$ cat config.mk
export PLATFORM = sky130hd
export DESIGN_NAME = htd_out_fifo
export DESIGN_NICKNAME = d
export VERILOG_FILES = /design/src/htd_pkg.sv /design/src/htd_out_fifo.sv
export SDC_FILE = /design/constraint.sdc
export NUM_CORES = 1
export LEC_CHECK = 0
export BUFFER_PORTS_ARGS = -buffer_cell sky130_fd_sc_hd__clkbuf_2
export CELL_PAD_IN_SITES_DETAIL_PLACEMENT = 1
export CELL_PAD_IN_SITES_GLOBAL_PLACEMENT = 2
export CORE_MARGIN = 3
export CORE_UTILIZATION = 34
export CTS_CLUSTER_SIZE = 12
export DETAILED_ROUTE_END_ITERATION = 10
export GPL_TIMING_DRIVEN = 0
export MAX_ROUTING_LAYER = met4
export PLACE_DENSITY = 0.84
export SLEW_MARGIN = 0
export SYNTH_ARGS = -nofsm -noshare
export SYNTH_HDL_FRONTEND = slang
export SYNTH_SLANG_ARGS = --single-unit
$ cat constraint.sdc
create_clock -name clk -period 1.81 [get_ports clk]
set_input_delay 0.2715 -clock clk [delete_from_list [all_inputs] [get_ports clk]]
set_output_delay 0.2715 -clock clk [all_outputs]
set_load 0.02 [all_outputs]
$ cat src/htd_pkg.sv
// ----------------------------------------------------------------------------
// htd_pkg: shared types and constants for the Huffman tree decoder
// Field widths, operation codes and the result record carried to the output.
// ----------------------------------------------------------------------------
`default_nettype none

package htd_pkg;

  localparam int SYM_W  = 8;   // symbol byte
  localparam int WORD_W = 12;  // code_word field
  localparam int LEN_W  = 4;   // code_len field

  localparam logic OP_LOAD   = 1'b0;
  localparam logic OP_DECODE = 1'b1;

  localparam logic [SYM_W-1:0] SYM_EMPTY = '0;

  typedef struct packed {
    logic [SYM_W-1:0] symbol;
    logic             path_error;
  } htd_result_t;

endpackage

`default_nettype wire

$ cat src/htd_out_fifo.sv
// ----------------------------------------------------------------------------
// htd_out_fifo: two-entry result buffer
// Decouples the tree walk from output stalls; reports its fill level.
// ----------------------------------------------------------------------------
`default_nettype none

module htd_out_fifo (
  input  wire logic                 clk,
  input  wire logic                 rst,
  input  wire logic                 push,
  input  wire htd_pkg::htd_result_t push_data,
  output logic                      out_valid,
  input  wire logic                 out_ready,
  output htd_pkg::htd_result_t      out_data,
  output logic [1:0]                count
);

  htd_pkg::htd_result_t entry [2];
  logic                 wr_ptr;
  logic                 rd_ptr;
  logic                 pop;

  assign out_valid = (count != 2'd0);
  assign out_data  = entry[rd_ptr];
  assign pop       = out_valid && out_ready;

  always_ff @(posedge clk) begin
    if (push) begin
      entry[wr_ptr] <= push_data;
    end
  end

  always_ff @(posedge clk) begin
    if (rst) begin
      wr_ptr <= 1'b0;
      rd_ptr <= 1'b0;
      count  <= 2'd0;
    end else begin
      if (push) begin
        wr_ptr <= ~wr_ptr;
      end
      if (pop) begin
        rd_ptr <= ~rd_ptr;
      end
      count <= count + {1'b0, push} - {1'b0, pop};
    end
  end

endmodule

`default_nettype wire

=== Word-level counts from Yosys, hierarchy flattened ===
Memories as Yosys holds them, arrays and structs flattened. A register that Yosys moved wholly into a read port is not among the register bits.
Index checks and enable logic that the tools add are counted.

* Flip-flop bits (word level): 4
* Bits in writable memories: 18
* Input port bits: 13
* Output and inout bits: 12
* Logic and storage cells: 14
* Memories: 1

* Add/subtract/negate cells: 2
* Muxes and demuxes: 4
* Bitwise operators: 2
* Reduce and logical (&&, ||, !) cells: 2

{| class="wikitable"
|+ Memories
! name !! depth !! width !! rd ports !! clocked after Yosys merged registers in !! write ports !! line !! RTL
|-
| entry || 2 || 9 || 1 || 1 || 1 || htd_out_fifo.sv:18 || <nowiki>htd_pkg::htd_result_t entry [2];</nowiki>
|}

{| class="wikitable"
|+ Operators with widths
! kind !! number
|-
| $mux W1 || 4
|-
| $add A2 B1 Y2 || 1
|-
| $not A1 Y1 || 2
|-
| $reduce_bool A2 Y1 || 1
|-
| $sub A2 B1 Y2 || 1
|-
| $logic_and A1 B1 Y1 || 1
|}

=== Logic depth before layout (Yosys ltp) ===
Gate-level depths: netlist of run 1.

* Word-level depth: 4
* Gate-level depth with buffers: 6
* Mapped depth without buffers: 6

=== Worst setup path before layout of run 1 ===
OpenSTA, ideal clock, no wires.

* Path type: register to register
* Start: reg count[0]
* End: reg count[0]
* Setup time: 0.114 ns
* Arrival time: 1.311 ns
* Data required time: 1.696 ns
* Slack: 0.384 ns
* Cell stages (with the launch flop): 6
* Path buffers: 0
* Period minus slack after synthesis: 1.426 ns
* Cell sequence: dfxtp_1 o21a_4 ha_1 inv_1 ha_1 and2b_1

* Word-level cells in the longest chain between the ends: 3
* Elaborated cells between the ends (all ways): 4
* Classes of those cells: 2 x add/sub; 2 x reduce/logical

{| class="wikitable"
|+ Ends and longest elaborated chain
! what !! line !! RTL
|-
| start: declaration || htd_out_fifo.sv:15 || <nowiki>output logic [1:0] count</nowiki>
|-
| start signal: assignment || htd_out_fifo.sv:45 || <nowiki>count <= count + {1'b0, push} - {1'b0, pop};</nowiki>
|-
| $reduce_bool A2 Y1 || htd_out_fifo.sv:23 || <nowiki>assign out_valid = (count != 2'd0);</nowiki>
|-
| $logic_and A1 B1 Y1 || htd_out_fifo.sv:25 || <nowiki>assign pop = out_valid && out_ready;</nowiki>
|-
| via pop || htd_out_fifo.sv:21 || <nowiki>logic pop;</nowiki>
|-
| $sub A2 B1 Y2 || htd_out_fifo.sv:45 ||
|}

The timed path passes the listed nets, and every way through them passes these cells.
A chain may end at the register's enable or synchronous reset.

==> flow_summary.toml, run 1 <==
[sta]
setup_violations = 0
fin_skew_ns = 0.00208
worst_pin_slew_ns = 0.858
fin_crit_sh_pct = 90.3
setup_ws_ns = 0.175
rsz0062_at_grt = "no"
slew_violations = 0
fmax_ghz = 0.612
setup_tns_ns = 0
finalHoldViolCount = 0
period_needed_ns = 1.64
maxSlewHeadroom_pct = 42.7

[synthesis]
synth.net_count = 65
yosysSeqAreaShare_pct = 71.1
synth_top_family_by_area = "multiplexers"
ys_warn_count = 0
synth_xor_area_share_pct = 3.47
synthCells = 50
syn_area_um2 = 901
synth_compound_area_share_pct = 1.67
ys_ff_latch = 23
ys_types = 15
yosys.area_share.simple_pct = 5.00
synthAdderAreaFrac_pct = 2.78
synth_mux_area_share_pct = 14.6
syn_avg_cell_area_um2 = 18.0

[pwr]
p_int_uw = 959
power.density_mw_per_mm2 = 1270
leakage_uw = 0.000448
p_clk_share_pct = 16.2
swShare_pct = 30.5
p_comb_share_pct = 34.7
pwr-share-seq_pct = 49.1
vdd_drop_max_v = 0.000656
power.switching_uw = 421

[placed_design]
dpl_cell_area_mm2 = 0.00106
place.gp.congestion = 0.642
io_buffers = 24
post-place-ws_ns = 0.298
dp_hpwl_um = 1110

[worst_setup_path]
critical_path_arrival_ns = 1.36
r2r_start = "count[1]$_SDFF_PP0_"
rr_endpoint = "count[1]$_SDFF_PP0_"
required_ns = 1.54
rr_worst_depth = 6
start_kind = "flip-flop"
worst-r2r-setup-slack_ns = 0.39
path_max_fanout = 9
crit_path_end_kind = "output pin"
critPathCapture = "out_data[8]"
path_class = "flip-flop to output pin"

[routing]
detail_route.wl_per_cell_um = 13.5
drtIter0Drc = 8
wirelength_um = 1460
first_pass_iters = 2
viasPerCell = 4.65
num_vias = 502
ant_nets = 0
drc_errors = 0

[outcome]
outcome = "finished clean"

[clock_network]
htree_levels = 1
cts_hold_buf = 0
tritoncts = "done"
cts_root_buf = "clkbuf_4"
clock_sinks = 23
clk_pin_slew_ns = 0.11
clock_latency_ns = 0.30
postCtsResizedCells = 0
cts_made_buffers = 3
post_cts_buffers = 0
clock_path_buffers = 2

[floorplan]
core_mm2 = 0.00250
initial_core_util_pct = 36.0
fp.dieArea_mm2 = 0.00330
die_w_um = 57.5
die_h_um = 57.5
io_pins = 25
rows = 18

[cells_and_area]
syn_to_final_growth_pct = 20.4
nets = 94
antenna_cells = 0
stdcell_area_mm2 = 0.00108
layout-drive-gt1-share_pct = 52.6

[global_route]
antenna_found_initial = 0
grt_overflow = 0
grt_pass1_vias = 520
grt_pass1_wl_um = 2280
grt_max_degree = 13
track_usage_pct = 9.82

[min_path]
hold_class = "input port to flip-flop"

[run]
cap_violations = 0
## critical path, cell delays in order (launching register included)
cell and delay, ns:
dfxtp_1 0.32, buf_2 0.22, mux2_2 0.37, clkbuf_2 0.15
## stage by stage
stage               instances  hold slack (ns)  util [%]  power [uW]
floorplan                  50            0.344         -        1040
global placement          104            0.462      42.3        1160
detailed placement        104            0.465      42.3        1180
CTS                       108            0.136      43.4        1410
global route              108            0.126      43.4        1470
finish                    108            0.153      43.4        1380
## cell type report
cell class / count / area, um^2
Tap cell: 30 / 37.5
Fill cell: 255 / 1420
Timing Repair Buffer: 24 / 120
Clock buffer: 4 / 26.3
Sequential cell: 23 / 641
Multi-Input combinational cell: 24 / 248
Inverter: 2 / 7.51
Buffer: 1 / 5.00
## metal layers
metal / share of wire [%] / GRT usage, % / up-vias
met4: 0 / 4.97 / 0
met1: 39 / 10.8 / 244
met3: 7.8 / 3.17 / 0
met2: 54 / 15.8 / 18
li1: - / - / 240
met5: 0 / - / -
## power by group through the flow
stage	combinational, uW	clock [uW]	sequential (uW)
floorplan	333	0	705
global placement	475	0	682
detailed placement	490	0	689
CTS	492	239	677
global route	524	262	685
finish	479	223	677
## registers in the layout, summed over array words and instances, names as in the netlist, named ones only
name and flops:
rd_ptr 1, count 2, entry 18, wr_ptr 1
## how the worst min path moves through the flow
stage,start,endpoint,slack (ns),cells after the start
after floorplan,rst,count[1]$_SDFF_PP0_,0.34,1
after global placement,push_data[3],entry[0][3]$_DFFE_PP_,0.46,1
after detailed placement,push_data[4],entry[1][4]$_DFFE_PP_,0.46,1
after CTS,push_data[4],entry[0][4]$_DFFE_PP_,0.14,1
after global routing,push_data[0],entry[1][0]$_DFFE_PP_,0.13,1
final,push_data[4],entry[1][4]$_DFFE_PP_,0.15,1
## logic make-up (layout without fill, tap and decap cells)
group,count (synthesis),after routing
AO/OA/AOI/OAI,1,1
XOR/XNOR,2,2
adder cells (fa/ha/maj),2,2
buffers and inverters,3,31
flip-flops,23,23
multiplexers,11,11
AND/OR/NAND/NOR,8,8
## layout by cell type (no fill, tap or decap), drive strengths merged
cell,netlist,final
nor2b,1,1
ha,2,2
edfxtp,18,18
xnor2,1,1
clkbuf,0,28
o21a,1,1
or2,1,1
and2,1,1
dfxtp,5,5
inv,2,2
mux2,11,11
buf,1,1
and2b,2,2
xnor3,1,1
nor2,3,3
## synth_stat cells
cell	instances	area, um^2
edfxtp_1	18	541
mux2_2	9	101
dfxtp_1	5	100
nor2_1	3	11.3
and2b_1	2	15.0
ha_1	2	25.0
inv_1	2	7.51
mux2_4	2	30.0
and2_1	1	6.26
buf_2	1	5.00
nor2b_1	1	6.26
o21a_4	1	15.0
or2_2	1	6.26
xnor2_1	1	8.76
xnor3_1	1	22.5
(Power assumes the default switching activity.)
==> inputs of run 2 (changes only) <==
--- a/config.mk
+++ b/config.mk
@@ -14,7 +14,7 @@
 export DETAILED_ROUTE_END_ITERATION = 10
 export GPL_TIMING_DRIVEN = 0
 export MAX_ROUTING_LAYER = met4
-export PLACE_DENSITY = 0.84
+export PLACE_DENSITY_LB_ADDON = 0.1
 export SLEW_MARGIN = 0
 export SYNTH_ARGS = -nofsm -noshare
 export SYNTH_HDL_FRONTEND = slang
==> run 2 against run 1 <==
  * Die area unchanged
  * Via count rose by 0.80%
  * Critical path depth did not move
  * Clock skew increased by 0.0078 ns
  * Combinational power about the same
  * Global-route usage up 1.0 points
  * Maximum frequency shrank 1.4%
  * Worst setup slack got worse by 0.024 ns
  * First-iteration DRC count is the same
  * Highest routed layer is now met4
==> flow_summary.toml, run 2 (same netlist as run 1, synthesis figures left out) <==
[outcome]
outcome = "finished clean"

[clock_network]
clock_latency_ns = 0.30
tritoncts = "done"
post_cts_buffers = 0
cts_hold_buf = 0
htree_levels = 1
cts_made_buffers = 3
clock_path_buffers = 2
clock_sinks = 23
clk_pin_slew_ns = 0.12
cts_root_buf = "clkbuf_4"
postCtsResizedCells = 0

[worst_setup_path]
path_cells = "buf_2 > mux2_2 > clkbuf_2"
path_max_fanout = 9
critical_path_arrival_ns = 1.39
required_ns = 1.54
cp_slowest_cell = "mux2_2"
start_kind = "flip-flop"
path_class = "flip-flop to output pin"
critical_path.max_stage_delay_ns = 0.37
crit_path_end_kind = "output pin"

[sta]
fin_skew_ns = 0.00993
slew_violations = 0
fmax_ghz = 0.603
setup_tns_ns = 0
worst_pin_slew_ns = 0.801
fin_crit_sh_pct = 91.7
setup_ws_ns = 0.151
hold_slack_ns = 0.150
setup_violations = 0
rsz0062_at_grt = "no"
finalHoldViolCount = 0
maxSlewHeadroom_pct = 46.5
period_needed_ns = 1.66

[floorplan]
die_w_um = 57.5
die_h_um = 57.5
fp.dieArea_mm2 = 0.00330
rows = 18
core_mm2 = 0.00250
initial_core_util_pct = 36.0
io_pins = 25

[cells_and_area]
nets = 94
layout_commonest_cell = "clkbuf_2"
reg_top3 = "entry: 18 flops, count: 2 flops"
regMostFlops = "entry"
antenna_cells = 0
layout-drive-gt1-share_pct = 53.8
fillers = 272
largest_register_ffs = 18
syn_to_final_growth_pct = 20.6
layout_common_cells = "24 x clkbuf_2, 18 x edfxtp_1, 9 x mux2_2, 5 x dfxtp_1"

[routing]
first_pass_iters = 3
detail_route.wl_per_cell_um = 13.4
drtIter0Drc = 8
wirelength_um = 1450
ant_nets = 0
drc_errors = 0
num_vias = 506
wl_met2_um = 775
wl_met1_um = 562
highest_layer = "met4"
viasPerCell = 4.69
met3_length_um = 79

[global_route]
grt_pass1_vias = 561
grt_pass1_wl_um = 2510
antenna_found_initial = 0
grt_overflow = 0
grt_max_degree = 14
track_usage_pct = 10.8

[pwr]
power.density_mw_per_mm2 = 1270
leakage_uw = 0.000451
vdd_drop_max_v = 0.000689

[min_path]
hold_class = "input port to flip-flop"

[run]
cap_violations = 0

[placed_design]
io_buffers = 24
post-place-ws_ns = 0.290
place.gp.congestion = 0.604
-- run 2: cell count changes in the layout (fill, tap and decap cells not counted) --
cell and delta:
clkbuf_1 -1, clkinv_2 +1
-- run 2: power by group --
part | total, uW | switching [uW] | internal (uW)
clock | 223 | 141 | 82.3
combinational | 479 | 242 | 237
sequential | 675 | 39.5 | 636
-- run 2: final cells by class --
type	count	area [um^2]	area share, %
sequential	23	641	59.0
multi-input combinational	24	248	22.8
timing repair buffer	24	120	11.1
tap	30	37.5	3.46
clock buffer	3	22.5	2.07
inverter	2	7.51	0.691
clock inverter	1	5.00	0.461
buffer	1	5.00	0.461
-- run 2: stage by stage --
step                      instance area [um^2]  power (uW)  cells  util [%]
after CTS                                 1090        1410    108      43.4
after floorplan                            901        1040     50         -
final                                     1090        1380    108      43.4
after global routing                      1090        1480    108      43.4
after detailed placement                  1060        1180    104      42.3
after global placement                    1060        1170    104      42.3
-- run 2: path summary, 6_finish.rpt --
kind	start	end	slack, ns	cells after the start
max	flip-flop	out_data[5]	0.15	3
min	push_data[1]	entry[0][1]$_DFFE_PP_	0.15	1
max reg2reg	count[0]$_SDFF_PP0_	count[0]$_SDFF_PP0_	0.40	5
min reg2reg	wr_ptr$_SDFFE_PP0P_	wr_ptr$_SDFFE_PP0P_	0.56	2
-- run 2: metal layers --
| metal | GRT usage, % | vias up |
|---|---|---|
| met2 | 17.3 | 14 |
| met3 | 2.26 | 4 |
| met5 | - | - |
| li1 | - | 238 |
| met4 | 6.95 | 0 |
| met1 | 12.3 | 250 |
-- run 2: critical path: cells and delay by family, from the launching register on --
family   cells  cell delay, ns
buf+inv      2            0.40
flops        1            0.33
mux          1            0.37
==> inputs of run 3 (changes only) <==
--- a/config.mk
+++ b/config.mk
@@ -8,6 +8,7 @@
 export BUFFER_PORTS_ARGS = -buffer_cell sky130_fd_sc_hd__clkbuf_2
 export CELL_PAD_IN_SITES_DETAIL_PLACEMENT = 1
 export CELL_PAD_IN_SITES_GLOBAL_PLACEMENT = 2
+export CORE_ASPECT_RATIO = 0.5
 export CORE_MARGIN = 3
 export CORE_UTILIZATION = 34
 export CTS_CLUSTER_SIZE = 12
==> constraint.sdc (replaced) <==
create_clock -name clk -period 1.55 [get_ports clk]
set_input_delay 0.2325 -clock clk [delete_from_list [all_inputs] [get_ports clk]]
set_output_delay 0.2325 -clock clk [all_outputs]
set_load 0.02 [all_outputs]
==> run 3 against run 2 <==
  * Flip-flop and latch count did not move
  * Worst setup slack got worse by 0.069 ns
  * Register-to-register slack got worse by 0.30 ns
  * Sequential share of layout area fell by 1.6 points
  * Die area rose by 1.1%
  * Worst hold slack improved by 0.011 ns
  * Combinational power rose by 22%
  * Clock power rose by 63%
  * Global-route usage rose by 0.11 points
==> flow_summary.toml, run 3 (same netlist as run 1, synthesis figures left out) <==
[outcome]
outcome = "finished clean"

[placed_design]
dp_hpwl_um = 1140
dpl_cell_area_mm2 = 0.00106
dp.cells = 109
io_buffers = 24
place.gp.congestion = 0.638

[pwr]
power.density_mw_per_mm2 = 1560
finalPower_uw = 1740
pwr-share-seq_pct = 45.5
p_int_uw = 1220
leakage_uw = 0.000457
power.switching_uw = 520
p_clk_share_pct = 20.9
swShare_pct = 29.9
vdd_drop_max_v = 0.000926
p_comb_share_pct = 33.6

[worst_setup_path]
critical_path_arrival_ns = 1.24
critical_path.max_stage_delay_ns = 0.34
cp_slowest_cell = "mux2_2"
path_max_fanout = 9
crit_path_end_kind = "output pin"
required_ns = 1.32
path_class = "flip-flop to output pin"
start_kind = "flip-flop"
path_cells = "buf_6 > mux2_2 > clkbuf_2"

[routing]
first_pass_iters = 3
drtIter0Drc = 23
detail_route.wl_per_cell_um = 13.3
drc_errors = 0
num_vias = 498
wirelength_um = 1500
ant_nets = 0
viasPerCell = 4.41

[clock_network]
cts_made_buffers = 3
clock_sinks = 23
htree_levels = 1
cts_root_buf = "clkbuf_8"
clock_path_buffers = 2
clk_pin_slew_ns = 0.08
tritoncts = "done"
clock_latency_ns = 0.26

[sta]
fin_skew_ns = 0.00197
finalHoldViolCount = 0
period_needed_ns = 1.47
hold_slack_ns = 0.161
rsz0062_at_grt = "no"
maxSlewHeadroom_pct = 43.6
slew_violations = 0
fin_crit_sh_pct = 94.7
setup_tns_ns = 0
setup_violations = 0
fmax_ghz = 0.681
worst_pin_slew_ns = 0.844

[floorplan]
rows = 12
fp.dieArea_mm2 = 0.00334
core_mm2 = 0.00236
initial_core_util_pct = 38.2
die_w_um = 78.8
die_h_um = 42.4
io_pins = 25

[global_route]
grt_pass1_vias = 561
grt_max_degree = 13
grt_overflow = 0
grt_pass1_wl_um = 2590
antenna_found_initial = 0
track_usage_pct = 11.0

[cells_and_area]
nets = 94
largest_register_ffs = 18
layout_commonest_cell = "clkbuf_2"
register_area_um2 = 641
layout_common_cells = "24 x clkbuf_2, 18 x edfxtp_1, 9 x mux2_2, 5 x dfxtp_1"
fillers = 244
antenna_cells = 0
reg_top3 = "entry: 18 flops, count: 2 flops"
stdcell_area_mm2 = 0.00112
multi_input_area_um2 = 248
syn_to_final_growth_pct = 23.9
regMostFlops = "entry"
final_cells = 113
layout-drive-gt1-share_pct = 52.6

[run]
cap_violations = 0

[min_path]
hold_class = "input port to flip-flop"
[run 3: cell types whose count changed in the layout (fill, tap and decap cells not counted)]
| cell | before | now |
|---|---|---|
| clkinv_2 | 1 | 0 |
| buf_6 | 0 | 1 |
| clkbuf_1 | 0 | 1 |
| buf_2 | 1 | 0 |
| clkbuf_8 | 0 | 3 |
| clkbuf_4 | 3 | 0 |
[run 3: through the flow]
| stage | worst slack, ns | util [%] |
|---|---|---|
| 3_5_place_dp | 0.0542 | 45.2 |
| 4_1_cts | 0.0353 | 47.2 |
| 3_3_place_gp | 0.129 | 45.2 |
| 6_report | 0.0824 | 47.3 |
| 5_1_grt | 0.00550 | 47.3 |
| 2_1_floorplan | 0.124 | - |
[run 3: layout make-up]
type | count | share of cell area (%)
flip-flops and latches | 23 | 57.4
inverters | 2 | 0.673
repair buffers | 24 | 10.8
clock buffers | 4 | 4.04
plain buffers | 1 | 1.01
multi-input cells | 24 | 22.2
well taps | 35 | 3.92
[run 3: power groups by stage]
stage | Sequential [uW] | Combinational (uW) | Clock (uW)
finish | 790 | 584 | 363
global route | 803 | 635 | 404
CTS | 791 | 597 | 376
detailed placement | 803 | 589 | 0
global placement | 796 | 552 | 0
floorplan | 823 | 389 | 0
[run 3: worst paths after layout]
| check | startpoint | end | slack [ns] | depth (start not counted) |
|---|---|---|---|---|
| setup reg to reg | count[0]$_SDFF_PP0_ | count[0]$_SDFF_PP0_ | 0.10 | 5 |
| hold / removal | push_data[5] | entry[1][5]$_DFFE_PP_ | 0.16 | 1 |
| setup / recovery | flip-flop | out_data[6] | 0.08 | 3 |
| hold reg to reg | wr_ptr$_SDFFE_PP0P_ | wr_ptr$_SDFFE_PP0P_ | 0.54 | 2 |
[run 3: timing repair]
action	CTS	global route
gates resized for setup	1	1
setup endpoints to repair	9	1
setup buffers	0	0
hold buffers	0	0
[run 3: layer usage]
layer / track usage (%) / routed length, um / vias up
met5: - / 0 / -
met2: 20.4 / 813 / 16
met3: 4.94 / 118 / 2
met1: 10.2 / 554 / 239
met4: 3.14 / 16 / 0
li1: - / - / 241
[run 3: critical path: cells and delay by family, from the launching register on]
family | cells | cell delay [ns]
buffers and inverters | 2 | 0.30
flip-flops | 1 | 0.33
multiplexers | 1 | 0.34
